### src/rtl/core/msp_pkg.sv
// ----------------------------------------------------------------------------
// msp_pkg
// Shared widths, fixed-point constants, register map and the command and
// status types between the motor speed controller's sequencer and datapath.
// ----------------------------------------------------------------------------
`timescale 1ns / 1ps

package msp_pkg;

    // Field widths
    localparam int DELTA_W   = 15;
    localparam int SPEED_W   = 20;
    localparam int DUTY_W    = 10;
    localparam int REG16_W   = 16;
    localparam int REG10_W   = 10;
    localparam int CFG_W     = 16;
    localparam int CFG_IDX_W = 3;
    localparam int INTEG_W   = 25;
    localparam int TICKS_W   = 10;
    localparam int FRAC_W    = 16;

    // Plant and scaling constants
    localparam longint COUNTS_PER_REV = 8384;
    localparam longint DUTY_MAX       = 1023;
    localparam longint TICK_MS        = 20;
    localparam longint GEAR_NUM       = 131;
    localparam longint FF_RPM_AT_MAX  = 4500;

    // speed = floor(mag * SPD_NUM / COUNTS_PER_REV) = mag*SPD_Q + floor(mag*SPD_R / CPR)
    localparam longint SPD_NUM     = (60000 / TICK_MS) * 256;
    localparam longint SPD_Q       = SPD_NUM / COUNTS_PER_REV;
    localparam longint SPD_R       = SPD_NUM % COUNTS_PER_REV;
    localparam int     RECIP_SHIFT = 40;
    localparam longint SPD_RECIP   = (longint'(1) << RECIP_SHIFT) / COUNTS_PER_REV;

    // ff = floor(target * FF_NUM / FF_RPM_AT_MAX), split the same way
    localparam longint FF_NUM   = GEAR_NUM * DUTY_MAX * 256;
    localparam longint FF_Q     = FF_NUM / FF_RPM_AT_MAX;
    localparam longint FF_R     = FF_NUM % FF_RPM_AT_MAX;
    localparam longint FF_RECIP = (longint'(1) << RECIP_SHIFT) / FF_RPM_AT_MAX;

    // Shared multiplier and intermediate widths
    localparam int MUL_W  = 30;
    localparam int PROD_W = 2 * MUL_W;
    localparam int X_W    = 28;
    localparam int Q_W    = 16;
    localparam int BASE_W = 29;
    localparam int ERR_W  = SPEED_W + 1;
    localparam int SUM_W  = 40;

    // Register reset values
    localparam logic [REG16_W-1:0] TARGET_SPEED_RST     = 16'd5120;
    localparam logic [REG16_W-1:0] PROP_GAIN_RST        = 16'd1280;
    localparam logic [REG16_W-1:0] INTEG_GAIN_RST       = 16'd1966;
    localparam logic [REG10_W-1:0] INTEG_LIMIT_RST      = 10'd250;
    localparam logic [REG10_W-1:0] DUTY_FLOOR_RST       = 10'd250;
    localparam logic [REG10_W-1:0] DUTY_CEILING_RST     = 10'd950;
    localparam logic [REG10_W-1:0] STALL_DUTY_MIN_RST   = 10'd307;
    localparam logic [REG10_W-1:0] STALL_HOLD_TICKS_RST = 10'd30;

    typedef enum logic [CFG_IDX_W-1:0] {
        CFG_TARGET_SPEED,
        CFG_PROP_GAIN,
        CFG_INTEG_GAIN,
        CFG_INTEG_LIMIT,
        CFG_DUTY_FLOOR,
        CFG_DUTY_CEILING,
        CFG_STALL_DUTY_MIN,
        CFG_STALL_HOLD_TICKS
    } cfg_idx_t;

    typedef struct packed {
        logic [REG16_W-1:0] target_speed;
        logic [REG16_W-1:0] prop_gain;
        logic [REG16_W-1:0] integ_gain;
        logic [REG10_W-1:0] integ_limit;
        logic [REG10_W-1:0] duty_floor;
        logic [REG10_W-1:0] duty_ceiling;
        logic [REG10_W-1:0] stall_duty_min;
        logic [REG10_W-1:0] stall_hold_ticks;
    } cfg_t;

    // Multiplier operand selection
    typedef enum logic [3:0] {
        MUL_NONE,
        MUL_MAG_SQ,
        MUL_MAG_SR,
        MUL_X_SREC,
        MUL_Q_SDEN,
        MUL_T_FQ,
        MUL_T_FR,
        MUL_X_FREC,
        MUL_Q_FDEN,
        MUL_IG_ERR,
        MUL_PG_ERR
    } mul_sel_t;

    // What the datapath does with the registered product
    typedef enum logic [3:0] {
        ACC_NONE,
        ACC_BASE,
        ACC_BASE_ERR,
        ACC_X,
        ACC_Q,
        ACC_SPEED,
        ACC_FF,
        ACC_INTEG,
        ACC_SUM,
        ACC_DUTY
    } acc_op_t;

    typedef struct packed {
        logic     capture;
        mul_sel_t mul_sel;
        acc_op_t  acc_op;
        logic     load;
    } msp_cmd_t;

    typedef struct packed {
        logic active;
    } msp_sts_t;

endpackage

### src/rtl/core/msp_cfg.sv
// ----------------------------------------------------------------------------
// msp_cfg
// Control register file, written through a plain write port.
// ----------------------------------------------------------------------------
`timescale 1ns / 1ps

module msp_cfg
    import msp_pkg::*;
(
    input  logic                 clk,
    input  logic                 rst_n,
    input  logic                 cfg_wr_en,
    input  logic [CFG_IDX_W-1:0] cfg_index,
    input  logic [CFG_W-1:0]     cfg_data,
    output cfg_t                 cfg
);

    cfg_t cfg_reg;
    cfg_t cfg_next;

    always_comb
    begin
        cfg_next = cfg_reg;
        if (cfg_wr_en)
        begin
            unique case (cfg_idx_t'(cfg_index))
                CFG_TARGET_SPEED:     cfg_next.target_speed     = cfg_data[REG16_W-1:0];
                CFG_PROP_GAIN:        cfg_next.prop_gain        = cfg_data[REG16_W-1:0];
                CFG_INTEG_GAIN:       cfg_next.integ_gain       = cfg_data[REG16_W-1:0];
                CFG_INTEG_LIMIT:      cfg_next.integ_limit      = cfg_data[REG10_W-1:0];
                CFG_DUTY_FLOOR:       cfg_next.duty_floor       = cfg_data[REG10_W-1:0];
                CFG_DUTY_CEILING:     cfg_next.duty_ceiling     = cfg_data[REG10_W-1:0];
                CFG_STALL_DUTY_MIN:   cfg_next.stall_duty_min   = cfg_data[REG10_W-1:0];
                CFG_STALL_HOLD_TICKS: cfg_next.stall_hold_ticks = cfg_data[REG10_W-1:0];
            endcase
        end
    end

    always_ff @(posedge clk or negedge rst_n)
    begin
        if (!rst_n)
        begin
            cfg_reg.target_speed     <= TARGET_SPEED_RST;
            cfg_reg.prop_gain        <= PROP_GAIN_RST;
            cfg_reg.integ_gain       <= INTEG_GAIN_RST;
            cfg_reg.integ_limit      <= INTEG_LIMIT_RST;
            cfg_reg.duty_floor       <= DUTY_FLOOR_RST;
            cfg_reg.duty_ceiling     <= DUTY_CEILING_RST;
            cfg_reg.stall_duty_min   <= STALL_DUTY_MIN_RST;
            cfg_reg.stall_hold_ticks <= STALL_HOLD_TICKS_RST;
        end
        else
        begin
            cfg_reg <= cfg_next;
        end
    end

    assign cfg = cfg_reg;

endmodule

### config.mk
export PLATFORM = sky130hd
export DESIGN_NAME = msp_cfg
export DESIGN_NICKNAME = d
export VERILOG_FILES = /design/src/rtl/core/msp_pkg.sv /design/src/rtl/core/msp_cfg.sv
export SDC_FILE = /design/constraint.sdc
export NUM_CORES = 1
export LEC_CHECK = 0
export ABC_AREA = 1
export BUFFER_PORTS_ARGS = -buffer_cell sky130_fd_sc_hd__buf_2
export CAP_MARGIN = 20
export CORE_MARGIN = 1.5
export CORE_UTILIZATION = 55
export DETAILED_ROUTE_END_ITERATION = 7
export GPL_TIMING_DRIVEN = 0
export PLACE_DENSITY = 0.93
export SLEW_MARGIN = 5
export SYNTH_ARGS = -nofsm -noshare
export SYNTH_HDL_FRONTEND = slang
export SYNTH_SLANG_ARGS = --single-unit
### constraint.sdc
create_clock -name clk -period 1.3 [get_ports clk]
set_input_delay 0 -clock clk [delete_from_list [all_inputs] [get_ports clk]]
set_output_delay 0 -clock clk [all_outputs]
set_load 0.1 [all_outputs]
## After elaboration in Yosys (flattened, before gate mapping)

Cells that the tools add are included.

| word-level totals | value |
|---|---|
| flip-flop bits (word level) | 98 |
| output and inout bits | 98 |
| word-level logic and storage cells | 24 |

| cells by class | value |
|---|---|
| equal/unequal tests | 7 |
| reductions and logical operators | 9 |

Operators by type and width:

| operator | count |
|---|---|
| AND reduction 2 bit | 8 |
| equality test 3 bit (second input constant) | 4 |
| equality test 3 x 2 -> 1 bit (second input constant) | 2 |
| equality test 3 x 1 -> 1 bit (second input constant) | 1 |
| logical NOT 3 bit | 1 |

## Depth between registers and ports, before layout

| logic depth | value |
|---|---|
| depth in word-level cells | 2 |
| depth in mapped cells | 6 |

## Worst setup path after synthesis

OpenSTA, ideal clock, no wires.

| timing | value |
|---|---|
| path kind | register to register |
| start | register, netlist name cfg[12] |
| end | register cfg_reg (netlist bit cfg[12]) |
| arrival | 1.088 ns |
| slack | 0.144 ns |
| cell stages (with the launch flop) | 3 |
| period minus slack after synthesis | 1.156 ns |
| cell sequence | dfrtp_1 > nand2_1 > nand2_1 |

RTL lines:

| element | line | source |
|---|---|---|
| to (signal assigned) | msp_cfg.sv:54 | `cfg_reg <= cfg_next;` |
| to (decl) | msp_cfg.sv:18 | `cfg_t cfg_reg;` |

## Final worst setup path

| timing | value |
|---|---|
| start | register cfg_reg (netlist bit cfg[10]) |
| end | output port cfg[10] (netlist bit) |

RTL lines:

| element | line | source |
|---|---|---|
| to (decl) | msp_cfg.sv:15 | `output cfg_t cfg` |

No word-level cell between the ends.

==> metrics.txt <==
Setup crit start cfg[10]; Die ar. about 0.0077 mm2; mean cell area of the mapped netlist about 9 um2; Synth top area share 0.365; # port buffers about 110; gpl congestion between 0.8 and 0.9; WL final between 10 and 15 mm; cts bufs inserted 9; hold endpoint cfg[44]; Die W about 88 um; max-slew violation count 0; Yosys reg bits between 90 and 100; initial antenna violation count 0; cell count of the worst hold path 5; clk_lat worst skew around 0.37 ns; total chip power about 0.012 W; Synth Cell Area ~0.004 mm2; Placed Cells incl. Taps between 600 and 700; grt peak-use layer met2; Initial DRT Pass Iterations 5; WL per Instance roughly 16 um; Seq/Total Area, Yosys 0.630; CP arrival about 1.2 ns; final antenna-violating net count 0; # rows 30; Pleak around 2.8 nW; CP bufs+invs 1; Placeable Area about 0.007 mm2; GR Overflow Total 0; final non-filler cell total around 680; fin crit period 1.23 ns; DR DRC count 0; Hold Crit Class input port to flop; CTS tree done; Reg2Reg Depth 2; via count of the first global-routing pass approximately 3400; Via density ~5.2; RSZ-0062 raised after global routing no; worst r2r dst cfg[28]; area leader, netlist dfrtp_1; Max FO, Critical Path 2; detailed placement HPWL between 7 and 8 mm; Critical Path RT around 1.3 ns; CP delay by family, top flip-flops; Clock Path Buffers 2; Area growth syn-to-layout 28.6%; M2 GR Usage 0.491; Die Ht about 88 um; worst-margin pin slew between 0.6 and 0.7 ns; clk_skew 0 ns; Clock Tree Root clkbuf_8; hold path start cfg_wr_en; largest net degree at the start of global routing between 50 and 60; Clock transition at path regs around 0.09 ns; Initial DRC Count slightly below 200; routed via count ~3500; antenna cells 0; initial core utilization 0.578; Largest stage delay, worst path 0.56 ns; M3 GR Usage 0.0782; worst-path cell chain buf_4; Ports 120; endpoints failing setup 0; ranking of synthesized cells by area dfrtp_1 37%, dfstp_2 26%, nand2_1 23%, nand3_1 7.3%, buf_2 0.88%; Distinct cells, synth 15; fmax about 0.81 GHz; reg2reg start cfg[28]; status completed; cell count after synthesis between 400 and 500; Post-Synthesis Net Count about 460; CP Class flop to output pin; Largest register FFs between 90 and 100; met1 Use GR 0.363; clk sinks between 90 and 100; Final nets between 500 and 600; VDD IR max around 1.5 mV; fillers 526; CP startpoint kind flop; final setup TNS 0 ns; CP max-delay cell dfstp_2; pwr dens 2360 mW/mm2; reg-to-reg setup timing slack between 0.5 and 0.6 ns; final period utilization 0.945; Slew headroom 0.589; first-pass GRT wire length ~17 mm; warnings from Yosys 0; GRT Total Usage 0.296; final hold slack ~0.021 ns; final count of hold timing violations 0; layout cell share with drive strength beyond 1 0.342; H-tree depth 3; max cap viols 0; Crit. End Element output pin
[cell type report]
| type | instances | area (um2) | share of cell area |
|---|---|---|---|
| plain buffers | 23 | 131 | 0.0257 |
| clock buffers | 13 | 180 | 0.0353 |
| clock inverters | 3 | 18.8 | 0.00368 |
| inverters | 6 | 22.5 | 0.00441 |
| multi-input cells | 315 | 1320 | 0.259 |
| flip-flops and latches | 98 | 2500 | 0.490 |
| well taps | 96 | 120 | 0.0235 |
| repair buffers | 124 | 811 | 0.159 |
[Yosys cell counts]
| cell type | instances |
|---|---|
| buf_2 | 7 |
| buf_4 | 4 |
| buf_6 | 2 |
| clkbuf_1 | 5 |
| clkbuf_2 | 5 |
| clkinv_1 | 1 |
| dfrtp_1 | 58 |
| dfstp_2 | 40 |
| inv_1 | 5 |
| nand2_1 | 243 |
| nand2_2 | 4 |
| nand2_4 | 2 |
| nand3_1 | 58 |
| nor2_2 | 5 |
| nor2_4 | 3 |
[per-stage QoR]
step           cell area, um2  utilization  setup WS (ns)
2_1_floorplan            3970            -          0.144
3_3_place_gp             4640        0.675         -0.595
3_5_place_dp             4670        0.679          0.172
4_1_cts                  5090        0.740         0.0166
5_1_grt                  5110        0.743         0.0249
6_report                 5110        0.743         0.0711
[cell usage in the layout (no fill, tap or decap)]
| cell | netlist | final |
|---|---|---|
| clkinv_2 | 0 | 1 |
| buf_16 | 0 | 1 |
| nand3_1 | 58 | 58 |
| clkbuf_8 | 0 | 11 |
| buf_6 | 2 | 2 |
| nand2_1 | 243 | 243 |
| buf_4 | 4 | 47 |
| buf_2 | 7 | 75 |
| dfstp_2 | 40 | 40 |
| clkinvlp_4 | 0 | 1 |
| inv_1 | 5 | 5 |
| nand2_2 | 4 | 4 |
| nor2_4 | 3 | 4 |
| inv_4 | 0 | 1 |
| clkbuf_1 | 5 | 6 |
| clkinv_1 | 1 | 1 |
| dfrtp_1 | 58 | 58 |
| clkbuf_16 | 0 | 1 |
| dlygate4sd3_1 | 0 | 12 |
| nor2_2 | 5 | 4 |
| nand2_4 | 2 | 2 |
| clkbuf_2 | 5 | 5 |
[repair_timing]
item	in CTS	in global routing
endpoints found under the setup margin	40	22
hold endpoints to repair	73	0
setup buffers	0	2
hold buffers	12	0
resized for setup	40	1
gates cloned	0	0
pin swaps	0	1
[metal layers]
layer,wire length (um),up-vias
met5,0,-
met4,233,0
met3,968,17
met2,5550,169
met1,4260,1711
li1,-,1639
[where the power goes]
part / leakage [nW] / switching, W / internal (W)
combinational: 1.58 / 0.00513 / 0.000845
sequential: 1.15 / 0.000341 / 0.00379
clock: 0.101 / 0.00104 / 0.000917
total: 2.83 / 0.00650 / 0.00555
[cell families (layout without fill, tap and decap cells)]
logic type	after synthesis	in the layout	share of synthesized area
and+or+nand+nor	315	315	0.331
buffers and inverters	29	169	0.0388
DFF	98	98	0.630
[worst max path at each step]
| stage | depth (start not counted) | slack (ns) | to |
|---|---|---|---|
| 6_report | 1 | 0.07 | cfg[10] |
| 5_1_grt | 7 | 0.02 | cfg[90] |
| 4_1_cts | 7 | 0.02 | cfg[96] |
| 3_5_place_dp | 6 | 0.17 | cfg[96] |
| 3_3_place_gp | 1 | -0.59 | cfg[42] |
| 2_1_floorplan | 2 | 0.14 | cfg[12] |
(Power assumes the default switching activity.)
