===== src/rtl/core/msp_pkg.sv =====
// ----------------------------------------------------------------------------
// msp_pkg
// Shared widths, fixed-point constants, register map and the command and
// status types between the motor speed controller's sequencer and datapath.
// ----------------------------------------------------------------------------
`timescale 1ns / 1ps

package msp_pkg;

    // Field widths
    localparam int DELTA_W   = 15;
    localparam int SPEED_W   = 20;
    localparam int DUTY_W    = 10;
    localparam int REG16_W   = 16;
    localparam int REG10_W   = 10;
    localparam int CFG_W     = 16;
    localparam int CFG_IDX_W = 3;
    localparam int INTEG_W   = 25;
    localparam int TICKS_W   = 10;
    localparam int FRAC_W    = 16;

    // Plant and scaling constants
    localparam longint COUNTS_PER_REV = 8384;
    localparam longint DUTY_MAX       = 1023;
    localparam longint TICK_MS        = 20;
    localparam longint GEAR_NUM       = 131;
    localparam longint FF_RPM_AT_MAX  = 4500;

    // speed = floor(mag * SPD_NUM / COUNTS_PER_REV) = mag*SPD_Q + floor(mag*SPD_R / CPR)
    localparam longint SPD_NUM     = (60000 / TICK_MS) * 256;
    localparam longint SPD_Q       = SPD_NUM / COUNTS_PER_REV;
    localparam longint SPD_R       = SPD_NUM % COUNTS_PER_REV;
    localparam int     RECIP_SHIFT = 40;
    localparam longint SPD_RECIP   = (longint'(1) << RECIP_SHIFT) / COUNTS_PER_REV;

    // ff = floor(target * FF_NUM / FF_RPM_AT_MAX), split the same way
    localparam longint FF_NUM   = GEAR_NUM * DUTY_MAX * 256;
    localparam longint FF_Q     = FF_NUM / FF_RPM_AT_MAX;
    localparam longint FF_R     = FF_NUM % FF_RPM_AT_MAX;
    localparam longint FF_RECIP = (longint'(1) << RECIP_SHIFT) / FF_RPM_AT_MAX;

    // Shared multiplier and intermediate widths
    localparam int MUL_W  = 30;
    localparam int PROD_W = 2 * MUL_W;
    localparam int X_W    = 28;
    localparam int Q_W    = 16;
    localparam int BASE_W = 29;
    localparam int ERR_W  = SPEED_W + 1;
    localparam int SUM_W  = 40;

    // Register reset values
    localparam logic [REG16_W-1:0] TARGET_SPEED_RST     = 16'd5120;
    localparam logic [REG16_W-1:0] PROP_GAIN_RST        = 16'd1280;
    localparam logic [REG16_W-1:0] INTEG_GAIN_RST       = 16'd1966;
    localparam logic [REG10_W-1:0] INTEG_LIMIT_RST      = 10'd250;
    localparam logic [REG10_W-1:0] DUTY_FLOOR_RST       = 10'd250;
    localparam logic [REG10_W-1:0] DUTY_CEILING_RST     = 10'd950;
    localparam logic [REG10_W-1:0] STALL_DUTY_MIN_RST   = 10'd307;
    localparam logic [REG10_W-1:0] STALL_HOLD_TICKS_RST = 10'd30;

    typedef enum logic [CFG_IDX_W-1:0] {
        CFG_TARGET_SPEED,
        CFG_PROP_GAIN,
        CFG_INTEG_GAIN,
        CFG_INTEG_LIMIT,
        CFG_DUTY_FLOOR,
        CFG_DUTY_CEILING,
        CFG_STALL_DUTY_MIN,
        CFG_STALL_HOLD_TICKS
    } cfg_idx_t;

    typedef struct packed {
        logic [REG16_W-1:0] target_speed;
        logic [REG16_W-1:0] prop_gain;
        logic [REG16_W-1:0] integ_gain;
        logic [REG10_W-1:0] integ_limit;
        logic [REG10_W-1:0] duty_floor;
        logic [REG10_W-1:0] duty_ceiling;
        logic [REG10_W-1:0] stall_duty_min;
        logic [REG10_W-1:0] stall_hold_ticks;
    } cfg_t;

    // Multiplier operand selection
    typedef enum logic [3:0] {
        MUL_NONE,
        MUL_MAG_SQ,
        MUL_MAG_SR,
        MUL_X_SREC,
        MUL_Q_SDEN,
        MUL_T_FQ,
        MUL_T_FR,
        MUL_X_FREC,
        MUL_Q_FDEN,
        MUL_IG_ERR,
        MUL_PG_ERR
    } mul_sel_t;

    // What the datapath does with the registered product
    typedef enum logic [3:0] {
        ACC_NONE,
        ACC_BASE,
        ACC_BASE_ERR,
        ACC_X,
        ACC_Q,
        ACC_SPEED,
        ACC_FF,
        ACC_INTEG,
        ACC_SUM,
        ACC_DUTY
    } acc_op_t;

    typedef struct packed {
        logic     capture;
        mul_sel_t mul_sel;
        acc_op_t  acc_op;
        logic     load;
    } msp_cmd_t;

    typedef struct packed {
        logic active;
    } msp_sts_t;

endpackage


===== src/rtl/core/msp_ctrl.sv =====
// ----------------------------------------------------------------------------
// msp_ctrl
// Sequencer: steps the shared multiplier through the speed, feedforward and
// PI computation and hands the finished word to the output register.
// ----------------------------------------------------------------------------
`timescale 1ns / 1ps

module msp_ctrl
    import msp_pkg::*;
(
    input  logic     clk,
    input  logic     rst_n,
    input  logic     in_valid,
    output logic     in_ready,
    output logic     out_valid,
    input  logic     out_ready,
    input  msp_sts_t sts,
    output msp_cmd_t cmd
);

    typedef enum logic [3:0] {
        S_IDLE,
        S_SPD_Q,
        S_SPD_R,
        S_SPD_REC,
        S_SPD_CHK,
        S_SPD_FIX,
        S_FF_R,
        S_FF_REC,
        S_FF_CHK,
        S_FF_FIX,
        S_INTEG,
        S_SUM,
        S_DUTY,
        S_LOAD
    } state_t;

    state_t state_reg;
    state_t state_next;
    logic   out_valid_reg;
    logic   out_valid_next;

    always_comb
    begin
        state_next     = state_reg;
        out_valid_next = out_valid_reg;
        cmd.capture    = 1'b0;
        cmd.mul_sel    = MUL_NONE;
        cmd.acc_op     = ACC_NONE;
        cmd.load       = 1'b0;

        if (out_valid_reg && out_ready)
        begin
            out_valid_next = 1'b0;
        end

        unique case (state_reg)
            S_IDLE:
            begin
                if (in_valid)
                begin
                    cmd.capture = 1'b1;
                    state_next  = S_SPD_Q;
                end
            end
            S_SPD_Q:
            begin
                cmd.mul_sel = MUL_MAG_SQ;
                state_next  = S_SPD_R;
            end
            S_SPD_R:
            begin
                cmd.mul_sel = MUL_MAG_SR;
                cmd.acc_op  = ACC_BASE;
                state_next  = S_SPD_REC;
            end
            S_SPD_REC:
            begin
                cmd.mul_sel = MUL_X_SREC;
                cmd.acc_op  = ACC_X;
                state_next  = S_SPD_CHK;
            end
            S_SPD_CHK:
            begin
                cmd.mul_sel = MUL_Q_SDEN;
                cmd.acc_op  = ACC_Q;
                state_next  = S_SPD_FIX;
            end
            S_SPD_FIX:
            begin
                cmd.mul_sel = MUL_T_FQ;
                cmd.acc_op  = ACC_SPEED;
                // idle ticks only report speed
                state_next  = sts.active ? S_FF_R : S_LOAD;
            end
            S_FF_R:
            begin
                cmd.mul_sel = MUL_T_FR;
                cmd.acc_op  = ACC_BASE_ERR;
                state_next  = S_FF_REC;
            end
            S_FF_REC:
            begin
                cmd.mul_sel = MUL_X_FREC;
                cmd.acc_op  = ACC_X;
                state_next  = S_FF_CHK;
            end
            S_FF_CHK:
            begin
                cmd.mul_sel = MUL_Q_FDEN;
                cmd.acc_op  = ACC_Q;
                state_next  = S_FF_FIX;
            end
            S_FF_FIX:
            begin
                cmd.mul_sel = MUL_IG_ERR;
                cmd.acc_op  = ACC_FF;
                state_next  = S_INTEG;
            end
            S_INTEG:
            begin
                cmd.mul_sel = MUL_PG_ERR;
                cmd.acc_op  = ACC_INTEG;
                state_next  = S_SUM;
            end
            S_SUM:
            begin
                cmd.acc_op = ACC_SUM;
                state_next = S_DUTY;
            end
            S_DUTY:
            begin
                cmd.acc_op = ACC_DUTY;
                state_next = S_LOAD;
            end
            S_LOAD:
            begin
                // hold until the output register is free
                if (!out_valid_reg || out_ready)
                begin
                    cmd.load       = 1'b1;
                    out_valid_next = 1'b1;
                    state_next     = S_IDLE;
                end
            end
            default:
            begin
                state_next = S_IDLE;
            end
        endcase
    end

    always_ff @(posedge clk or negedge rst_n)
    begin
        if (!rst_n)
        begin
            state_reg     <= S_IDLE;
            out_valid_reg <= 1'b0;
        end
        else
        begin
            state_reg     <= state_next;
            out_valid_reg <= out_valid_next;
        end
    end

    assign in_ready  = (state_reg == S_IDLE);
    assign out_valid = out_valid_reg;

endmodule


===== config.mk =====
export PLATFORM = sky130hd
export DESIGN_NAME = msp_ctrl
export DESIGN_NICKNAME = d
export VERILOG_FILES = /design/src/rtl/core/msp_pkg.sv /design/src/rtl/core/msp_ctrl.sv
export SDC_FILE = /design/constraint.sdc
export NUM_CORES = 1
export LEC_CHECK = 0
export BUFFER_PORTS_ARGS = -buffer_cell sky130_fd_sc_hd__buf_2
export CAP_MARGIN = 5
export CORE_AREA = 2 2 41 43
export CTS_BUF_LIST = sky130_fd_sc_hd__clkbuf_4 sky130_fd_sc_hd__clkbuf_8
export DETAILED_ROUTE_END_ITERATION = 8
export DIE_AREA = 0 0 43 45
export GPL_TIMING_DRIVEN = 0
export PLACE_DENSITY = 0.65
export SYNTH_ARGS = -nofsm -noshare
export SYNTH_HDL_FRONTEND = slang
export SYNTH_SLANG_ARGS = --single-unit

===== constraint.sdc =====
create_clock -name clk -period 1.6 [get_ports clk]
set_input_delay 0.16 -clock clk [delete_from_list [all_inputs] [get_ports clk]]
set_output_delay 0.16 -clock clk [all_outputs]
set_load 0.02 [all_outputs]

# Word level (Yosys, flattened, before mapping)
# Cells that the tools add are included.
# totals
mem_bits_rw,0
wordCells,37
romBits,0
latch_bits,0
n_memories,0
ff_bits,5
# op_classes
n_div,0
multipliers,0
addsub,0
n_mux,13
n_eq_ne,15
n_reduce_logical,7
n_shift,0
order_cmp,0
bitwise,0
# ops
cell,n
$pmux W4 S14,1
$pmux W4 S10,1
$pmux W4 S9,1
$eq A4 B4 Y1 const B,6
$eq A4 B3 Y1 const B,4
$mux W4,3
$eq A4 B2 Y1 const B,2
$mux W1,7
$eq A4 B1 Y1 const B,1
$logic_not A4 Y1,1
$ne A2 B2 Y1 const B,2
$reduce_or A2 Y1,2
$reduce_and A2 Y1,1
$logic_and A1 B1 Y1,1
$logic_not A1 Y1,1
$logic_or A1 B1 Y1,1

# Longest topological paths before layout
# Gate-level depths: netlist of the first run.
# depth
depth_word,4
ltp_mapped,5
ltp_nobuf,3

# Worst setup path after synthesis of the first run
# Ideal clock, no wire load.
# synth_timing
kind,register -> output
from,reg state_reg[1]
to,out cmd[9] in the netlist's numbering
t_arrival_ps,1347
stages_incl_launch_ff,4
path_buffers,1
setup_slack_ps,93
cell_sequence,dfrtp_1 -> buf_6 -> nor4_2 -> and2_1
# synth_rtl
item,line_no,source
from (decl),msp_ctrl.sv:38,state_t state_reg;
from (signal assigned),msp_ctrl.sv:162,state_reg <= state_next;
to (decl),msp_ctrl.sv:18,output msp_cmd_t cmd

==> flow_summary.toml, run 1 <==
[cts]
insertion_delay_ns = 0.24
cts_sinks = 5
clk_path_buf_depth = 2
root_buffer = "clkbuf_4"
clk_pin_slew_ns = 0.04
post_cts_buffers = 0
cts_buffers = 3
cts_tree = "done"
ctsHtreeMaxLevel = 1

[timing]
slew_viol_final = 0
hold_violations = 0
setup-tns-final_ns = 0
finalSetupViolCount = 0
post-route-min-period_ns = 1.51
worst_pin_slew_ns = 0.238
finalCritPeriodShare_pct = 94.7
fmax_mhz = 660
relSlewSlack_pct = 84.0
finClkSkew_ns = 0.00169
rsz0062_at_grt = "no"

[layout]
drive_gt1_share_pct = 41.0
final_cells = 94
antennaDiodeCount = 0
nNetsFinal = 84
area_growth_pct = 37.0
largest_reg_flops = 4
fin_area_sq_um = 626
fin_util_pct = 42.5

[worst_setup_path]
worst-path-max-fanout = 10
cpMaxStageDelayCell = "dfrtp_1"
crit_path_start = "state_reg[0]$_DFFE_PN0P_"
cp_top_family = "buffers and inverters"
r2r_start = "state_reg[2]$_DFFE_PN0P_"
path_class = "register to primary output"
critical-path-max-stage-delay_ns = 0.35
critPathRequiredTime_ns = 1.44
critPathCaptureType = "primary output"
cp-start-kind = "register"
cp_cell_sequence = "buf_4 > buf_4 > o21a_1 > nor2_1 > buf_2"
crit_top_cell = "buf_4"
crit_arrival_ns = 1.35
cp.buffers_inverters = 3

[synth]
netlist_area_sq_um = 457
yosys_warnings = 0
yosysTopAreaCell = "dfrtp_1"
synth-seq-area-share_pct = 27.4
avgSynthCellArea_sq_um = 8.01
synth.area.top_cells = "dfrtp_1 (27%), a21oi_1 (7.7%), buf_6 (7.4%), nand2_1 (5.8%), nand2b_1 (5.5%)"
syn_inst = 57
synth_cell_type_count = 25
ys_ff_latch = 5
synth_nets = 62
synth_top_area_share_pct = 27.4

[place]
dpl.cell_count = 89
dp_hpwl_um = 746
post_dp_cell_area_sq_um = 557
place_congestion = 0.808
portBuffers = 16

[drt]
drc = 0
drt-wirelength-per-cell_um = 11.1
dr.pass1.iters = 4
vias = 470
drtIter0Drc = 11
wl_um = 1040
drtAntennaViolNets = 0
viasPerCell = 5.00

[die]
die_h_um = 45
die_area_sq_mm = 0.00194
num_io_pins = 17
core_area_sq_mm = 0.00147
rows = 14
initial_utilization_pct = 31.0
die_w_um = 43

[power]
total_power_uw = 1630
power.density_mw_per_mm2 = 2610
ir_drop_mv = 1.03
power.leakage_uw = 0.000326

[worst_hold_path]
min_from = "in_valid"
min_path_type = "input pin to register"

[global_routing]
grt_max_degree = 11
grt_antenna_before_repair = 0
grt_pass1_vias = 435
grt_pass1_wl_um = 1790
gr-total-overflow = 0
track_usage_pct = 12.6

[run]
max-cap-violations = 0

[run_status]
status = "finished, final reports clean"
[stage by stage]
stage / hold slack (ns) / worst slack [ns]
finish: 0.160 / 0.0854
CTS: 0.159 / 0.0393
floorplan: -0.136 / 0.0932
global placement: -0.0226 / 0.323
global route: 0.175 / 0.00154
detailed placement: -0.0222 / 0.311
[final timing paths]
kind	to	slack (ns)	cells past startpoint
max	cmd[6]	0.09	5
min	state_reg[0]$_DFFE_PN0P_	0.16	3
max reg2reg	state_reg[0]$_DFFE_PN0P_	0.39	4
min reg2reg	out_valid$_DFF_PN0_	0.54	2
max in group asynchronous	state_reg[3]$_DFFE_PN0P_	1.21	2
min in group asynchronous	state_reg[1]$_DFFE_PN0P_	0.25	2
[synthesized netlist by cell type (all sizes together)]
cell type  n
o22a       1
inv        3
o41ai      1
o211a      1
and2       3
o21a       1
dfrtp      5
buf        6
a22o       1
a21o       1
nand2      7
nor2b      1
a21oi      7
o22ai      2
nor2       2
nor4       1
nand4      1
mux2i      2
nand2b     4
o21ai      6
o31ai      1
[worst reg2reg max path, stage by stage (launching register included)]
cell and delay, ns:
dfrtp_1 0.35, clkbuf_4 0.18, buf_6 0.15, o41ai_2 0.28, o31ai_1 0.11
[power breakdown]
group | switching, uW | leakage (uW) | internal (uW) | total, uW
Clock | 53.6 | 0.0000184 | 111 | 165
Combinational | 706 | 0.000247 | 515 | 1220
Sequential | 58.8 | 0.0000608 | 191 | 249
Total | 818 | 0.000326 | 817 | 1630
[final cells by class]
class                           count  area (sq um)
Buffer                              6          56.3
Clock buffer                        4          30.0
Fill cell                         154           846
Inverter                            3          13.8
Multi-Input combinational cell     43           287
Sequential cell                     5           126
Tap cell                           16          20.0
Timing Repair Buffer               17          92.6
[cell usage in the layout, fill, tap and decap left out, types with 2 or more instances in the layout]
| cell type | synthesis | routed |
|---|---|---|
| a21oi_1 | 7 | 6 |
| and2_1 | 3 | 3 |
| buf_2 | 1 | 15 |
| buf_4 | 2 | 3 |
| buf_6 | 3 | 3 |
| clkbuf_4 | 0 | 5 |
| dfrtp_1 | 5 | 4 |
| inv_1 | 2 | 2 |
| mux2i_1 | 2 | 2 |
| nand2_1 | 7 | 7 |
| nand2b_1 | 4 | 3 |
| nor2_1 | 2 | 2 |
| o21ai_0 | 2 | 2 |
| o21ai_1 | 4 | 4 |
| o22ai_1 | 2 | 2 |
[cells by family (layout without fill, tap and decap cells)]
family          Yosys count  after routing  share of synthesized area, %
compound gates           22             22                          31.5
simple gates             19             19                          22.5
buf+inv                   9             30                          14.2
flops                     5              5                          27.4
mux                       2              2                          4.38
[per-layer routing]
layer,global-route usage [%],vias up,routed length [um]
met5,0,-,0
met4,4.24,0,0
met3,6.00,0,67
met2,18.8,17,480
met1,16.1,208,495
li1,-,245,-
[timing repair]
item | in CTS | in global routing
resized for setup | 0 | 7
setup endpoints to repair | 0 | 4
hold buffers | 1 | 0
hold endpoints to repair | 5 | 0
Power figures use the tool's default switching activity.
==> inputs of run 2 (changes only) <==
Settings changed: RECOVER_POWER set to 25.
==> run 2 against run 1 <==
  * First-iteration DRC count stayed put
  * Critical endpoint unchanged
  * Die area unchanged
  * Combinational power barely moved
  * Final area is 0.20% lower
  * Clock skew unchanged
==> flow_summary.toml, run 2 (same netlist as run 1, synthesis figures left out) <==
[drt]
dr.pass1.iters = 4
drt-wirelength-per-cell_um = 11.1
met2WireLength_um = 480
vias = 470
drc = 0
drtAntennaViolNets = 0
wl_um = 1040
viasPerCell = 5.00
met1_length_um = 493
highest_layer = "met3"
met3_length_um = 67
drtIter0Drc = 11

[global_routing]
gr-total-overflow = 0
track_usage_pct = 12.6
grt_pass1_vias = 435
grt_max_degree = 11
grt_pass1_wl_um = 1790
grt_antenna_before_repair = 0

[power]
power.leakage_uw = 0.000323
p_int_uw = 816
comb_power_share_pct = 74.7
clkPwrFrac_pct = 10.1
switching_share_pct = 50.1
seq_power_share_pct = 15.3
ir_drop_mv = 1.03
power.density_mw_per_mm2 = 2620
p_sw_uw = 818

[worst_setup_path]
critPathCaptureType = "primary output"
path_class = "register to primary output"
worst-path-max-fanout = 10
crit_path_start = "state_reg[0]$_DFFE_PN0P_"
cp-start-kind = "register"
r2r_start = "state_reg[2]$_DFFE_PN0P_"
crit_arrival_ns = 1.35
critPathRequiredTime_ns = 1.44

[timing]
fmax_mhz = 660
slew_viol_final = 0
finClkSkew_ns = 0.00169
setup-tns-final_ns = 0
whs_ns = 0.160
relSlewSlack_pct = 84.0
post-route-min-period_ns = 1.51
finalCritPeriodShare_pct = 94.7
finalSetupViolCount = 0
worst_pin_slew_ns = 0.238
hold_violations = 0
fin_ws_ns = 0.0854
rsz0062_at_grt = "no"

[place]
place_ws_ns = 0.311
dp_hpwl_um = 746
place_congestion = 0.808
portBuffers = 16

[layout]
drive_gt1_share_pct = 39.7
largest_reg_flops = 4
antennaDiodeCount = 0
nNetsFinal = 84
area_growth_pct = 36.7
most-common-layout-cells = "buf_2 (14), nand2_1 (7), a21oi_1 (6), clkbuf_4 (5)"
layout_commonest_cell = "buf_2"
fin_util_pct = 42.4

[cts]
cts_buffers = 3
ctsHtreeMaxLevel = 1
cts_tree = "done"
insertion_delay_ns = 0.24
clk_path_buf_depth = 2
cts_sinks = 5
clk_pin_slew_ns = 0.04
root_buffer = "clkbuf_4"
post_cts_buffers = 0

[run]
max-cap-violations = 0

[die]
die_area_sq_mm = 0.00194
die_h_um = 45
core_area_sq_mm = 0.00147
die_w_um = 43
initial_utilization_pct = 31.0
rows = 14
num_io_pins = 17

[worst_hold_path]
min_path_type = "input pin to register"
min_from = "in_valid"

[run_status]
status = "finished, final reports clean"
## run 2: cell count changes in the layout (fill, tap and decap cells not counted), sizes merged
cell    delta
buf        -1
clkbuf     +1
## run 2: cell type report
| type | instances | area [sq um] |
|---|---|---|
| Sequential cell | 5 | 126 |
| Buffer | 6 | 56.3 |
| Multi-Input combinational cell | 43 | 287 |
| Inverter | 3 | 13.8 |
| Tap cell | 16 | 20.0 |
| Clock buffer | 4 | 30.0 |
| Timing Repair Buffer | 17 | 91.3 |
| Fill cell | 153 | 847 |
## run 2: through the flow
step,instances,area (sq um),power (uW)
after CTS,94,597,1560
after floorplan,57,457,1120
after global routing,94,624,1780
after detailed placement,89,557,1380
final,94,624,1630
after global placement,89,557,1370
## run 2: worst max-delay path, cell delays in order, from the launching register on
cell	delay, ns
dfrtp_1	0.35
buf_4	0.16
buf_4	0.17
o21a_1	0.18
nor2_1	0.08
buf_2	0.16
## run 2: routing by layer
| metal | vias up | global-route usage [%] |
|---|---|---|
| li1 | 245 | - |
| met1 | 208 | 16.1 |
| met2 | 17 | 18.8 |
| met3 | 0 | 6.00 |
| met4 | 0 | 4.24 |
| met5 | - | 0 |
## run 2: worst paths after layout
| check | endpoint | cells past startpoint | slack, ns |
|---|---|---|---|
| worst min register to register | out_valid$_DFF_PN0_ | 2 | 0.54 |
| worst min-delay path | state_reg[0]$_DFFE_PN0P_ | 3 | 0.16 |
| max in group asynchronous | state_reg[3]$_DFFE_PN0P_ | 2 | 1.10 |
| worst max register to register | state_reg[0]$_DFFE_PN0P_ | 4 | 0.39 |
| worst max-delay path | cmd[6] | 5 | 0.09 |
| min in group asynchronous | state_reg[1]$_DFFE_PN0P_ | 2 | 0.29 |
## run 2: power groups by stage
stage | clock (uW) | combinational, uW | sequential [uW]
2_1_floorplan | 0 | 880 | 236
3_3_place_gp | 0 | 1140 | 233
3_5_place_dp | 0 | 1150 | 235
4_1_cts | 173 | 1150 | 234
5_1_grt | 187 | 1340 | 257
6_report | 165 | 1220 | 249
## run 2: repair_timing
item                       CTS  global route
resized for setup            0             7
hold buffers                 1             0
setup endpoints to repair    0             4
hold endpoints to repair     5             0
