## src/rtl/core/msp_pkg.sv

```systemverilog
// ----------------------------------------------------------------------------
// msp_pkg
// Shared widths, fixed-point constants, register map and the command and
// status types between the motor speed controller's sequencer and datapath.
// ----------------------------------------------------------------------------
`timescale 1ns / 1ps

package msp_pkg;

    // Field widths
    localparam int DELTA_W   = 15;
    localparam int SPEED_W   = 20;
    localparam int DUTY_W    = 10;
    localparam int REG16_W   = 16;
    localparam int REG10_W   = 10;
    localparam int CFG_W     = 16;
    localparam int CFG_IDX_W = 3;
    localparam int INTEG_W   = 25;
    localparam int TICKS_W   = 10;
    localparam int FRAC_W    = 16;

    // Plant and scaling constants
    localparam longint COUNTS_PER_REV = 8384;
    localparam longint DUTY_MAX       = 1023;
    localparam longint TICK_MS        = 20;
    localparam longint GEAR_NUM       = 131;
    localparam longint FF_RPM_AT_MAX  = 4500;

    // speed = floor(mag * SPD_NUM / COUNTS_PER_REV) = mag*SPD_Q + floor(mag*SPD_R / CPR)
    localparam longint SPD_NUM     = (60000 / TICK_MS) * 256;
    localparam longint SPD_Q       = SPD_NUM / COUNTS_PER_REV;
    localparam longint SPD_R       = SPD_NUM % COUNTS_PER_REV;
    localparam int     RECIP_SHIFT = 40;
    localparam longint SPD_RECIP   = (longint'(1) << RECIP_SHIFT) / COUNTS_PER_REV;

    // ff = floor(target * FF_NUM / FF_RPM_AT_MAX), split the same way
    localparam longint FF_NUM   = GEAR_NUM * DUTY_MAX * 256;
    localparam longint FF_Q     = FF_NUM / FF_RPM_AT_MAX;
    localparam longint FF_R     = FF_NUM % FF_RPM_AT_MAX;
    localparam longint FF_RECIP = (longint'(1) << RECIP_SHIFT) / FF_RPM_AT_MAX;

    // Shared multiplier and intermediate widths
    localparam int MUL_W  = 30;
    localparam int PROD_W = 2 * MUL_W;
    localparam int X_W    = 28;
    localparam int Q_W    = 16;
    localparam int BASE_W = 29;
    localparam int ERR_W  = SPEED_W + 1;
    localparam int SUM_W  = 40;

    // Register reset values
    localparam logic [REG16_W-1:0] TARGET_SPEED_RST     = 16'd5120;
    localparam logic [REG16_W-1:0] PROP_GAIN_RST        = 16'd1280;
    localparam logic [REG16_W-1:0] INTEG_GAIN_RST       = 16'd1966;
    localparam logic [REG10_W-1:0] INTEG_LIMIT_RST      = 10'd250;
    localparam logic [REG10_W-1:0] DUTY_FLOOR_RST       = 10'd250;
    localparam logic [REG10_W-1:0] DUTY_CEILING_RST     = 10'd950;
    localparam logic [REG10_W-1:0] STALL_DUTY_MIN_RST   = 10'd307;
    localparam logic [REG10_W-1:0] STALL_HOLD_TICKS_RST = 10'd30;

    typedef enum logic [CFG_IDX_W-1:0] {
        CFG_TARGET_SPEED,
        CFG_PROP_GAIN,
        CFG_INTEG_GAIN,
        CFG_INTEG_LIMIT,
        CFG_DUTY_FLOOR,
        CFG_DUTY_CEILING,
        CFG_STALL_DUTY_MIN,
        CFG_STALL_HOLD_TICKS
    } cfg_idx_t;

    typedef struct packed {
        logic [REG16_W-1:0] target_speed;
        logic [REG16_W-1:0] prop_gain;
        logic [REG16_W-1:0] integ_gain;
        logic [REG10_W-1:0] integ_limit;
        logic [REG10_W-1:0] duty_floor;
        logic [REG10_W-1:0] duty_ceiling;
        logic [REG10_W-1:0] stall_duty_min;
        logic [REG10_W-1:0] stall_hold_ticks;
    } cfg_t;

    // Multiplier operand selection
    typedef enum logic [3:0] {
        MUL_NONE,
        MUL_MAG_SQ,
        MUL_MAG_SR,
        MUL_X_SREC,
        MUL_Q_SDEN,
        MUL_T_FQ,
        MUL_T_FR,
        MUL_X_FREC,
        MUL_Q_FDEN,
        MUL_IG_ERR,
        MUL_PG_ERR
    } mul_sel_t;

    // What the datapath does with the registered product
    typedef enum logic [3:0] {
        ACC_NONE,
        ACC_BASE,
        ACC_BASE_ERR,
        ACC_X,
        ACC_Q,
        ACC_SPEED,
        ACC_FF,
        ACC_INTEG,
        ACC_SUM,
        ACC_DUTY
    } acc_op_t;

    typedef struct packed {
        logic     capture;
        mul_sel_t mul_sel;
        acc_op_t  acc_op;
        logic     load;
    } msp_cmd_t;

    typedef struct packed {
        logic active;
    } msp_sts_t;

endpackage

```

## src/rtl/core/msp_dp.sv

```systemverilog
// ----------------------------------------------------------------------------
// msp_dp
// Datapath: one shared signed multiplier with a registered product, the
// reciprocal divide corrections, PI update with clamps, stall tracker and
// the output word register.
// ----------------------------------------------------------------------------
`timescale 1ns / 1ps

module msp_dp
    import msp_pkg::*;
(
    input  logic                      clk,
    input  logic                      rst_n,
    input  msp_cmd_t                  cmd,
    output msp_sts_t                  sts,
    input  cfg_t                      cfg,
    input  logic signed [DELTA_W-1:0] encoder_delta,
    input  logic                      run_en,
    input  logic                      in_grace,
    input  logic                      direction,
    output logic                      drive_valid,
    output logic [DUTY_W-1:0]         pwm_a,
    output logic [DUTY_W-1:0]         pwm_b,
    output logic [DUTY_W-1:0]         duty_cmd,
    output logic [SPEED_W-1:0]        measured_speed,
    output logic                      stall_event
);

    localparam int STEP_SHIFT = 8;
    localparam int STEP_W     = 29;
    localparam int ACC_W      = 31;
    localparam int P_W        = 38;
    localparam int RND_W      = DUTY_W + FRAC_W;

    localparam logic signed [ACC_W-1:0] INTEG_HI =
        ACC_W'((longint'(1) << (INTEG_W - 1)) - 1);
    localparam logic signed [ACC_W-1:0] INTEG_LO =
        ACC_W'(-(longint'(1) << (INTEG_W - 1)));
    localparam logic [RND_W-1:0] HALF = RND_W'(longint'(1) << (FRAC_W - 1));

    // captured word
    logic [DELTA_W-1:0] mag_reg;
    logic               active_reg;
    logic               grace_reg;
    logic               reverse_reg;

    // working registers
    logic signed [PROD_W-1:0]  prod_reg;
    logic [BASE_W-1:0]         base_reg;
    logic [X_W-1:0]            x_reg;
    logic [Q_W-1:0]            q_reg;
    logic [SPEED_W-1:0]        speed_reg;
    logic [BASE_W-1:0]         ff_reg;
    logic signed [ERR_W-1:0]   err_reg;
    logic signed [INTEG_W-1:0] integ_new_reg;
    logic signed [SUM_W-1:0]   sum_reg;
    logic [DUTY_W-1:0]         duty_reg;

    // loop state
    logic signed [INTEG_W-1:0] integ_acc_reg;
    logic signed [INTEG_W-1:0] integ_acc_next;
    logic                      stall_tracking_reg;
    logic                      stall_tracking_next;
    logic [TICKS_W-1:0]        stall_ticks_reg;
    logic [TICKS_W-1:0]        stall_ticks_next;

    // output word
    logic               drive_valid_reg;
    logic [DUTY_W-1:0]  pwm_a_reg;
    logic [DUTY_W-1:0]  pwm_b_reg;
    logic [DUTY_W-1:0]  duty_out_reg;
    logic [SPEED_W-1:0] speed_out_reg;
    logic               stall_event_reg;

    logic [DELTA_W-1:0]        mag_next;
    logic signed [MUL_W-1:0]   mul_a;
    logic signed [MUL_W-1:0]   mul_b;
    logic [X_W:0]              den;
    logic [X_W:0]              rem;
    logic                      corr;
    logic [BASE_W:0]           qsum;
    logic [SPEED_W-1:0]        speed_sat;
    logic signed [ERR_W-1:0]   err_next;
    logic signed [ACC_W-1:0]   integ_sum;
    logic signed [ACC_W-1:0]   lim;
    logic signed [ACC_W-1:0]   integ_clamp;
    logic signed [INTEG_W-1:0] integ_next;
    logic signed [SUM_W-1:0]   sum_next;
    logic signed [SUM_W-1:0]   duty_lo;
    logic signed [SUM_W-1:0]   duty_hi;
    logic signed [SUM_W-1:0]   o_clamp;
    logic [RND_W-1:0]          o_rnd;
    logic [DUTY_W-1:0]         duty_next;
    logic                      stalled;
    logic [TICKS_W:0]          ticks_inc;
    logic                      stall_flag;

    assign mag_next = encoder_delta[DELTA_W-1] ? DELTA_W'(-encoder_delta)
                                               : DELTA_W'(encoder_delta);

    always_comb
    begin
        mul_a = '0;
        mul_b = '0;
        case (cmd.mul_sel)
            MUL_MAG_SQ:
            begin
                mul_a = MUL_W'(mag_reg);
                mul_b = MUL_W'(SPD_Q);
            end
            MUL_MAG_SR:
            begin
                mul_a = MUL_W'(mag_reg);
                mul_b = MUL_W'(SPD_R);
            end
            MUL_X_SREC:
            begin
                mul_a = MUL_W'(prod_reg[X_W-1:0]);
                mul_b = MUL_W'(SPD_RECIP);
            end
            MUL_Q_SDEN:
            begin
                mul_a = MUL_W'(prod_reg[RECIP_SHIFT +: Q_W]);
                mul_b = MUL_W'(COUNTS_PER_REV);
            end
            MUL_T_FQ:
            begin
                mul_a = MUL_W'(cfg.target_speed);
                mul_b = MUL_W'(FF_Q);
            end
            MUL_T_FR:
            begin
                mul_a = MUL_W'(cfg.target_speed);
                mul_b = MUL_W'(FF_R);
            end
            MUL_X_FREC:
            begin
                mul_a = MUL_W'(prod_reg[X_W-1:0]);
                mul_b = MUL_W'(FF_RECIP);
            end
            MUL_Q_FDEN:
            begin
                mul_a = MUL_W'(prod_reg[RECIP_SHIFT +: Q_W]);
                mul_b = MUL_W'(FF_RPM_AT_MAX);
            end
            MUL_IG_ERR:
            begin
                mul_a = MUL_W'(cfg.integ_gain);
                mul_b = MUL_W'(err_reg);
            end
            MUL_PG_ERR:
            begin
                mul_a = MUL_W'(cfg.prop_gain);
                mul_b = MUL_W'(err_reg);
            end
            default:
            begin
                mul_a = '0;
                mul_b = '0;
            end
        endcase
    end

    // Reciprocal quotient is low by at most one: fix with one compare
    always_comb
    begin
        den       = (cmd.acc_op == ACC_FF) ? (X_W + 1)'(FF_RPM_AT_MAX)
                                           : (X_W + 1)'(COUNTS_PER_REV);
        rem       = {1'b0, x_reg} - prod_reg[X_W:0];
        corr      = (rem >= den);
        qsum      = (BASE_W + 1)'(base_reg) + (BASE_W + 1)'(q_reg) + (BASE_W + 1)'(corr);
        speed_sat = (|qsum[BASE_W:SPEED_W]) ? '1 : qsum[SPEED_W-1:0];
        err_next  = $signed({{(ERR_W - REG16_W){1'b0}}, cfg.target_speed})
                  - $signed({1'b0, speed_reg});
    end

    // Integral step (floor of product / 256), limit clamp, then width saturation
    always_comb
    begin
        integ_sum = ACC_W'(integ_acc_reg)
                  + ACC_W'($signed(prod_reg[STEP_SHIFT +: STEP_W]));
        lim       = $signed({{(ACC_W - REG10_W - FRAC_W){1'b0}}, cfg.integ_limit,
                             {FRAC_W{1'b0}}});
        if (integ_sum > lim)
        begin
            integ_clamp = lim;
        end
        else if (integ_sum < -lim)
        begin
            integ_clamp = -lim;
        end
        else
        begin
            integ_clamp = integ_sum;
        end
        if (integ_clamp > INTEG_HI)
        begin
            integ_clamp = INTEG_HI;
        end
        else if (integ_clamp < INTEG_LO)
        begin
            integ_clamp = INTEG_LO;
        end
        integ_next = INTEG_W'(integ_clamp);
    end

    always_comb
    begin
        sum_next = SUM_W'($signed({1'b0, ff_reg}))
                 + SUM_W'($signed(prod_reg[P_W-1:0]))
                 + SUM_W'(integ_new_reg);
        duty_lo  = $signed({{(SUM_W - REG10_W - FRAC_W){1'b0}}, cfg.duty_floor,
                            {FRAC_W{1'b0}}});
        duty_hi  = $signed({{(SUM_W - REG10_W - FRAC_W){1'b0}}, cfg.duty_ceiling,
                            {FRAC_W{1'b0}}});
        o_clamp  = (sum_reg < duty_lo) ? duty_lo : sum_reg;
        // ceiling wins over floor
        if (o_clamp > duty_hi)
        begin
            o_clamp = duty_hi;
        end
        o_rnd     = o_clamp[RND_W-1:0] + HALF;
        duty_next = o_rnd[RND_W-1:FRAC_W];
    end

    // Stall tracker, evaluated when the word is loaded
    always_comb
    begin
        stalled             = (duty_reg >= cfg.stall_duty_min) && !(|speed_reg[SPEED_W-1:8]);
        ticks_inc           = (TICKS_W + 1)'(stall_ticks_reg) + (TICKS_W + 1)'(1);
        stall_flag          = 1'b0;
        integ_acc_next      = integ_acc_reg;
        stall_tracking_next = stall_tracking_reg;
        stall_ticks_next    = stall_ticks_reg;
        if (cmd.load)
        begin
            stall_tracking_next = 1'b0;
            stall_ticks_next    = '0;
            if (!active_reg)
            begin
                integ_acc_next = '0;
            end
            else
            begin
                integ_acc_next = integ_new_reg;
                if (!grace_reg && stalled)
                begin
                    if (!stall_tracking_reg)
                    begin
                        stall_tracking_next = 1'b1;
                    end
                    else if (ticks_inc > (TICKS_W + 1)'(cfg.stall_hold_ticks))
                    begin
                        stall_flag = 1'b1;
                    end
                    else
                    begin
                        stall_tracking_next = 1'b1;
                        stall_ticks_next    = ticks_inc[TICKS_W-1:0];
                    end
                end
            end
        end
    end

    always_ff @(posedge clk or negedge rst_n)
    begin
        if (!rst_n)
        begin
            integ_acc_reg      <= '0;
            stall_tracking_reg <= 1'b0;
            stall_ticks_reg    <= '0;
        end
        else
        begin
            integ_acc_reg      <= integ_acc_next;
            stall_tracking_reg <= stall_tracking_next;
            stall_ticks_reg    <= stall_ticks_next;
        end
    end

    always_ff @(posedge clk)
    begin
        prod_reg <= mul_a * mul_b;

        if (cmd.capture)
        begin
            mag_reg     <= mag_next;
            active_reg  <= run_en;
            grace_reg   <= in_grace;
            reverse_reg <= direction;
        end

        case (cmd.acc_op)
            ACC_BASE:
            begin
                base_reg <= prod_reg[BASE_W-1:0];
            end
            ACC_BASE_ERR:
            begin
                base_reg <= prod_reg[BASE_W-1:0];
                err_reg  <= err_next;
            end
            ACC_X:     x_reg         <= prod_reg[X_W-1:0];
            ACC_Q:     q_reg         <= prod_reg[RECIP_SHIFT +: Q_W];
            ACC_SPEED: speed_reg     <= speed_sat;
            ACC_FF:    ff_reg        <= qsum[BASE_W-1:0];
            ACC_INTEG: integ_new_reg <= integ_next;
            ACC_SUM:   sum_reg       <= sum_next;
            ACC_DUTY:  duty_reg      <= duty_next;
            default:
            begin
            end
        endcase

        if (cmd.load)
        begin
            speed_out_reg   <= speed_reg;
            drive_valid_reg <= active_reg;
            duty_out_reg    <= active_reg ? duty_reg : '0;
            pwm_a_reg       <= (active_reg && !reverse_reg) ? duty_reg : '0;
            pwm_b_reg       <= (active_reg && reverse_reg) ? duty_reg : '0;
            stall_event_reg <= stall_flag;
        end
    end

    assign sts.active     = active_reg;
    assign drive_valid    = drive_valid_reg;
    assign pwm_a          = pwm_a_reg;
    assign pwm_b          = pwm_b_reg;
    assign duty_cmd       = duty_out_reg;
    assign measured_speed = speed_out_reg;
    assign stall_event    = stall_event_reg;

endmodule

```

## config.mk

```make
export PLATFORM = sky130hd
export DESIGN_NAME = msp_dp
export DESIGN_NICKNAME = d
export VERILOG_FILES = /design/src/rtl/core/msp_pkg.sv /design/src/rtl/core/msp_dp.sv
export SDC_FILE = /design/constraint.sdc
export NUM_CORES = 2
export LEC_CHECK = 0
export ABC_AREA = 0
export ABC_CLOCK_PERIOD_IN_PS = 18780
export BUFFER_PORTS_ARGS = -buffer_cell sky130_fd_sc_hd__buf_2
export CORE_ASPECT_RATIO = 0.6
export CORE_MARGIN = 3
export CORE_UTILIZATION = 45
export DETAILED_ROUTE_END_ITERATION = 8
export MAX_ROUTING_LAYER = met4
export PLACE_DENSITY = 0.6
export SLEW_MARGIN = 25
export SYNTH_ARGS = -nofsm -noshare
export SYNTH_HDL_FRONTEND = slang
export SYNTH_SLANG_ARGS = --single-unit
```

## constraint.sdc

```tcl
create_clock -name clk -period 18.78 [get_ports clk]
set_input_delay 0.939 -clock clk [delete_from_list [all_inputs] [get_ports clk]]
set_output_delay 0.939 -clock clk [all_outputs]
set_load 0.05 [all_outputs]
```

* Word level (Yosys, flattened, before mapping)
Index checks and enable logic that the tools add are counted.
Word-level totals: input port bits 128, logic and storage cells 99, register bits 380, output and inout port bits 53
Operators by class: equality and inequality tests 19, muxes and demuxes 19, reductions and logical operators 16, order comparisons 9, add/sub/neg operators 11, multiply operators 1
Operator list (count):
- one-hot mux 30 bit (9 select lines) | 1
- one-hot mux 28 bit (6 select lines) | 1
- two-way mux 31 bit | 2
- multiplier 29 x 30 -> 56 bit | 1
- two-way mux 25 bit | 2
- adder 39 x 25 -> 40 bit | 1
- greater-than comparator 40 x 27 -> 1 bit | 1
- < comparator 40 x 27 -> 1 bit | 1
- two-way mux 10 bit | 4
- two-way mux 40 bit | 1
- adder 30 x 38 -> 39 bit | 1
- == test 4 x 3 -> 1 bit (second input constant) | 8
- greater-than comparator 31 x 25 -> 1 bit (second input constant) | 1
- < comparator 30 x 31 -> 1 bit | 1
- < comparator 31 x 25 -> 1 bit (second input constant) | 1
- negation 26 -> 31 bit | 1
- adder 25 x 29 -> 30 bit | 1
- adder 29 x 16 -> 30 bit | 1
- adder 30 x 1 -> 30 bit | 1
- greater-than comparator 30 x 27 -> 1 bit | 1
- >= comparator 29 x 14 -> 1 bit | 1
- subtractor 28 x 29 -> 29 bit | 1
- two-way mux 14 bit | 2
- adder 26 x 16 -> 26 bit (second input constant) | 1
- other kinds (16) | 38

* Longest topological paths before layout
depth after elaboration 6, mapped depth 38, gate-level depth less buffers 35

* Least setup slack after synthesis
Ideal clock, no wire load.
kind in2reg, start in cmd[6] in the netlist's numbering, end reg prod_reg[55], data required time 18666 ps, path slack 8934 ps, library setup time 114 ps, data arrival time 9732 ps, path buffers 4, cell stages on the path 33, cell sequence clkbuf_1 -> nand2_1 -> nor2_1 -> clkbuf_1 -> a222oi_1 -> and4_1 -> clkbuf_1 -> buf_1 -> nor2_1 -> fa_1 -> fa_1 -> fa_1 -> inv_1 -> fa_1 -> inv_1 -> fa_1 -> fa_1 -> fa_1 -> inv_1 -> fa_1 -> inv_1 -> ha_1 -> and3_1 -> and2_1 -> a221oi_1 -> o211ai_1 -> a221oi_1 -> a31oi_1 -> nand3_1 -> a211oi_1 -> o41ai_1 -> mux2i_1 -> a2111oi_0
Between the ends: word-level cells in the longest chain between the ends 4, elaborated cells between the ends (all ways) 18, those cells by class mul: 1; eq/ne: 10; mux: 2; reduce/logical: 5
RTL lines:
- start, declared | RTL line msp_dp.sv:14 | input msp_cmd_t cmd,
- == test 4 bit, or another cell as far along | RTL line msp_dp.sv:105 | case (cmd.mul_sel)
- OR reduction 2 bit (no line)
- one-hot mux 30 bit (9 select lines) / one-hot mux 28 bit (6 select lines) (equally long branches) | RTL line msp_dp.sv:105
- multiplier 29 x 30 -> 56 bit * | RTL line msp_dp.sv:284 | prod_reg <= mul_a * mul_b;
- end signal, assigned | RTL line msp_dp.sv:284
- end, declared | RTL line msp_dp.sv:48 | logic signed [PROD_W-1:0] prod_reg;
Every way passes the cells marked *; elsewhere a longest branch is shown, timed or not. A chain may end at the register's enable or synchronous reset.

* Final worst setup path
start in cmd[5] in the netlist's numbering, end reg prod_reg[55]
Same word-level chain as after synthesis.

==> impl_metrics.json <==
{
  "finalSetupViolCount": 0,
  "cts_root_buffer": "clkbuf_16",
  "cts_sinks": 378,
  "die_y_um": 266.3,
  "place_inst": 6940,
  "crit_path_frequent_cell": "fa_1",
  "nets": 6888,
  "gr-usage-all-layers_pct": 30.85,
  "die_area_um2": 117100,
  "ys.flop_type": "edfxtp_1",
  "fin_worst_skew_ps": 25.88,
  "postSynthCellCount": 5226,
  "finalWorstSetupSlack_ps": 7275,
  "grt_max_degree": 77,
  "wl_um": 174100,
  "slowest_delay_ps": 900,
  "hp-class": "in2async",
  "fill_cells": 10380,
  "synth-seq-cells": 378,
  "period_needed_ps": 11510,
  "antenna_found_initial": 11,
  "end_kind": "flop",
  "cp-start-kind": "primary input",
  "ir_worst_vdd_uv": 317.8,
  "slowest_stage": "fa_1",
  "arrival_ps": 11970,
  "via_per_inst": 5.456,
  "area_delta_synth_final_pct": 9.106,
  "top_level_ports": 181,
  "dpl.hpwl_um": 147000,
  "rsz0062_at_grt": "false",
  "synth_area_um2": 50810,
  "ys_seq_area_share_pct": 20.92,
  "fp.coreArea_um2": 110800,
  "postCtsSetupBuffers": 0,
  "cts_buffers": 40,
  "cp.required_ps": 19240,
  "start_util_pct": 45.86,
  "die_x_um": 439.8,
  "gp_congestion": 1.019,
  "clock_latency_ps": 590,
  "path_class": "in2reg",
  "stdcell_count": 7021,
  "syn_area_per_cell_um2": 9.723,
  "yosys.cell_types.count": 89,
  "utilization_pct": 50.04,
  "wire_per_inst_um": 24.79,
  "cp_max_fo": 20,
  "ant_nets": 0,
  "p_leak_nw": 27.25,
  "layout_common_cells": "inv_1 (1228), fa_1 (881), nor2_1 (424), nand2_1 (408), ha_1 (384)",
  "total_power_mw": 10.95,
  "cts_hold_buffers": 0,
  "clock_path_buffers": 3,
  "setup_tns_ps": 0,
  "p_per_area_nw_per_um2": 197.5,
  "drc": 0,
  "yosys_warnings": 0,
  "timing.fmax_mhz": 86.92,
  "worst_pin_slew_ps": 1159,
  "relSlewSlack_pct": 22.72,
  "fin_crit_sh_pct": 61.26,
  "final_max_slew_viol_count": 0,
  "rows": 94,
  "outcome": "complete, no violations",
  "drtPass1Iterations": 6,
  "cts_tree": "done",
  "path_clk_slew_ps": 60,
  "hold_viol_final": 0,
  "vias": 38310,
  "portBuffers": 180,
  "overflow": 0,
  "drive_gt1_share_pct": 6.316,
  "grt_pass1_wl_um": 254500,
  "largest_reg_flops": 54,
  "pre_cts_ws_ps": 6862,
  "cts_max_level": 2,
  "synth_edf_count": 288,
  "layout_commonest_cell": "inv_1",
  "cap_viol_max_count": 0,
  "async_reset_ff_share_pct": 9.524,
  "cts.repair.resized": 0,
  "drt-initial-drc-count": 4685,
  "grt_pass1_vias": 36890
}
worst max-delay path, delay by kind of cell:
| kind | cells | cell delay, ps |
|---|---|---|
| AO/OA/AOI/OAI | 8 | 2070 |
| AND/OR/NAND/NOR | 6 | 2480 |
| adder cells (fa/ha/maj) | 9 | 4980 |
| multiplexers | 1 | 150 |
| buffers and inverters | 7 | 1310 |
synth_stat cells (19+ instances only):
cell,count,area (µm²)
a21o_1,64,480.5
nand2b_1,55,344.1
nor3_1,61,305.3
xor2_1,60,525.5
xnor2_1,142,1244
nand4_1,48,300.3
clkbuf_1,115,431.7
fa_1,881,17640
o21a_1,51,382.9
nor2_1,428,1607
a31oi_1,21,131.4
mux2i_1,19,190.2
ha_1,384,4805
edfxtp_1,288,8648
inv_1,1229,4613
or3_1,20,125.1
o21ai_0,155,775.7
a211oi_1,25,187.7
and3_1,32,200.2
dfrtp_1,36,900.9
nor2b_1,43,269.0
nand3_1,94,470.5
dfxtp_1,54,1081
a21oi_1,158,790.8
and2_1,38,237.7
nand2_1,409,1535
power breakdown:
part / total [mW] / internal [mW] / leakage, nW / switching [mW]
Clock: 0.853 / 0.493 / 0.676 / 0.360
Combinational: 8.65 / 3.37 / 22.9 / 5.28
Sequential: 1.44 / 1.17 / 3.64 / 0.268
area by class of cell:
class,instances,area (µm²),area share [%]
diodes,7,17.52,0.03160
clock buffers,52,1117,2.015
clock inverters,21,260.3,0.4695
inverters,1233,4628,8.349
multi-input cells,3606,35590,64.20
flip-flops and latches,378,10630,19.18
well taps,1488,1862,3.358
repair buffers,236,1330,2.399
kinds of logic (layout without fill, tap and decap cells):
group	Yosys count	in the layout	share of synthesized area (%)
compound gates	679	679	8.858
xor+xnor	202	202	3.482
fa+ha+maj	1265	1265	44.17
buf+inv	1368	1542	10.17
flops	378	378	20.92
mux	30	30	0.6255
other cells	2	135	0.01478
simple gates	1302	1302	11.76
metal layers:
layer | wire length (µm) | GRT usage (%) | share of wire (%)
met5 | 0 | - | 0
met4 | 2252 | 3.598 | 1.3
met3 | 28740 | 15.35 | 17
met2 | 58550 | 33.88 | 34
met1 | 84530 | 49.31 | 49
stage by stage:
stage,area [µm²],hold slack (ps)
after floorplan,51280,408.1
after global placement,54000,435.3
after detailed placement,54010,436.4
after CTS,55390,461.4
after global routing,55430,358.0
final,55440,349.9
final timing paths:
path / start / end / slack (ps) / cells past startpoint
max: cmd[5] / prod_reg[55]$_DFF_P_ / 7270 / 31
min: rst_n / stall_ticks_reg[3]$_DFFE_PN0P_ / 350 / 1
max reg2reg: prod_reg[13]$_DFF_P_ / prod_reg[55]$_DFF_P_ / 8450 / 27
min reg2reg: speed_reg[14]$_SDFFCE_PP1N_ / measured_speed[14]$_DFFE_PP_ / 460 / 0
max in group asynchronous: rst_n / integ_acc_reg[24]$_DFFE_PN0P_ / 18030 / 1
min in group clk: speed_reg[14]$_SDFFCE_PP1N_ / measured_speed[14]$_DFFE_PP_ / 460 / 0
No activity file was read; power rests on OpenSTA's default activity.
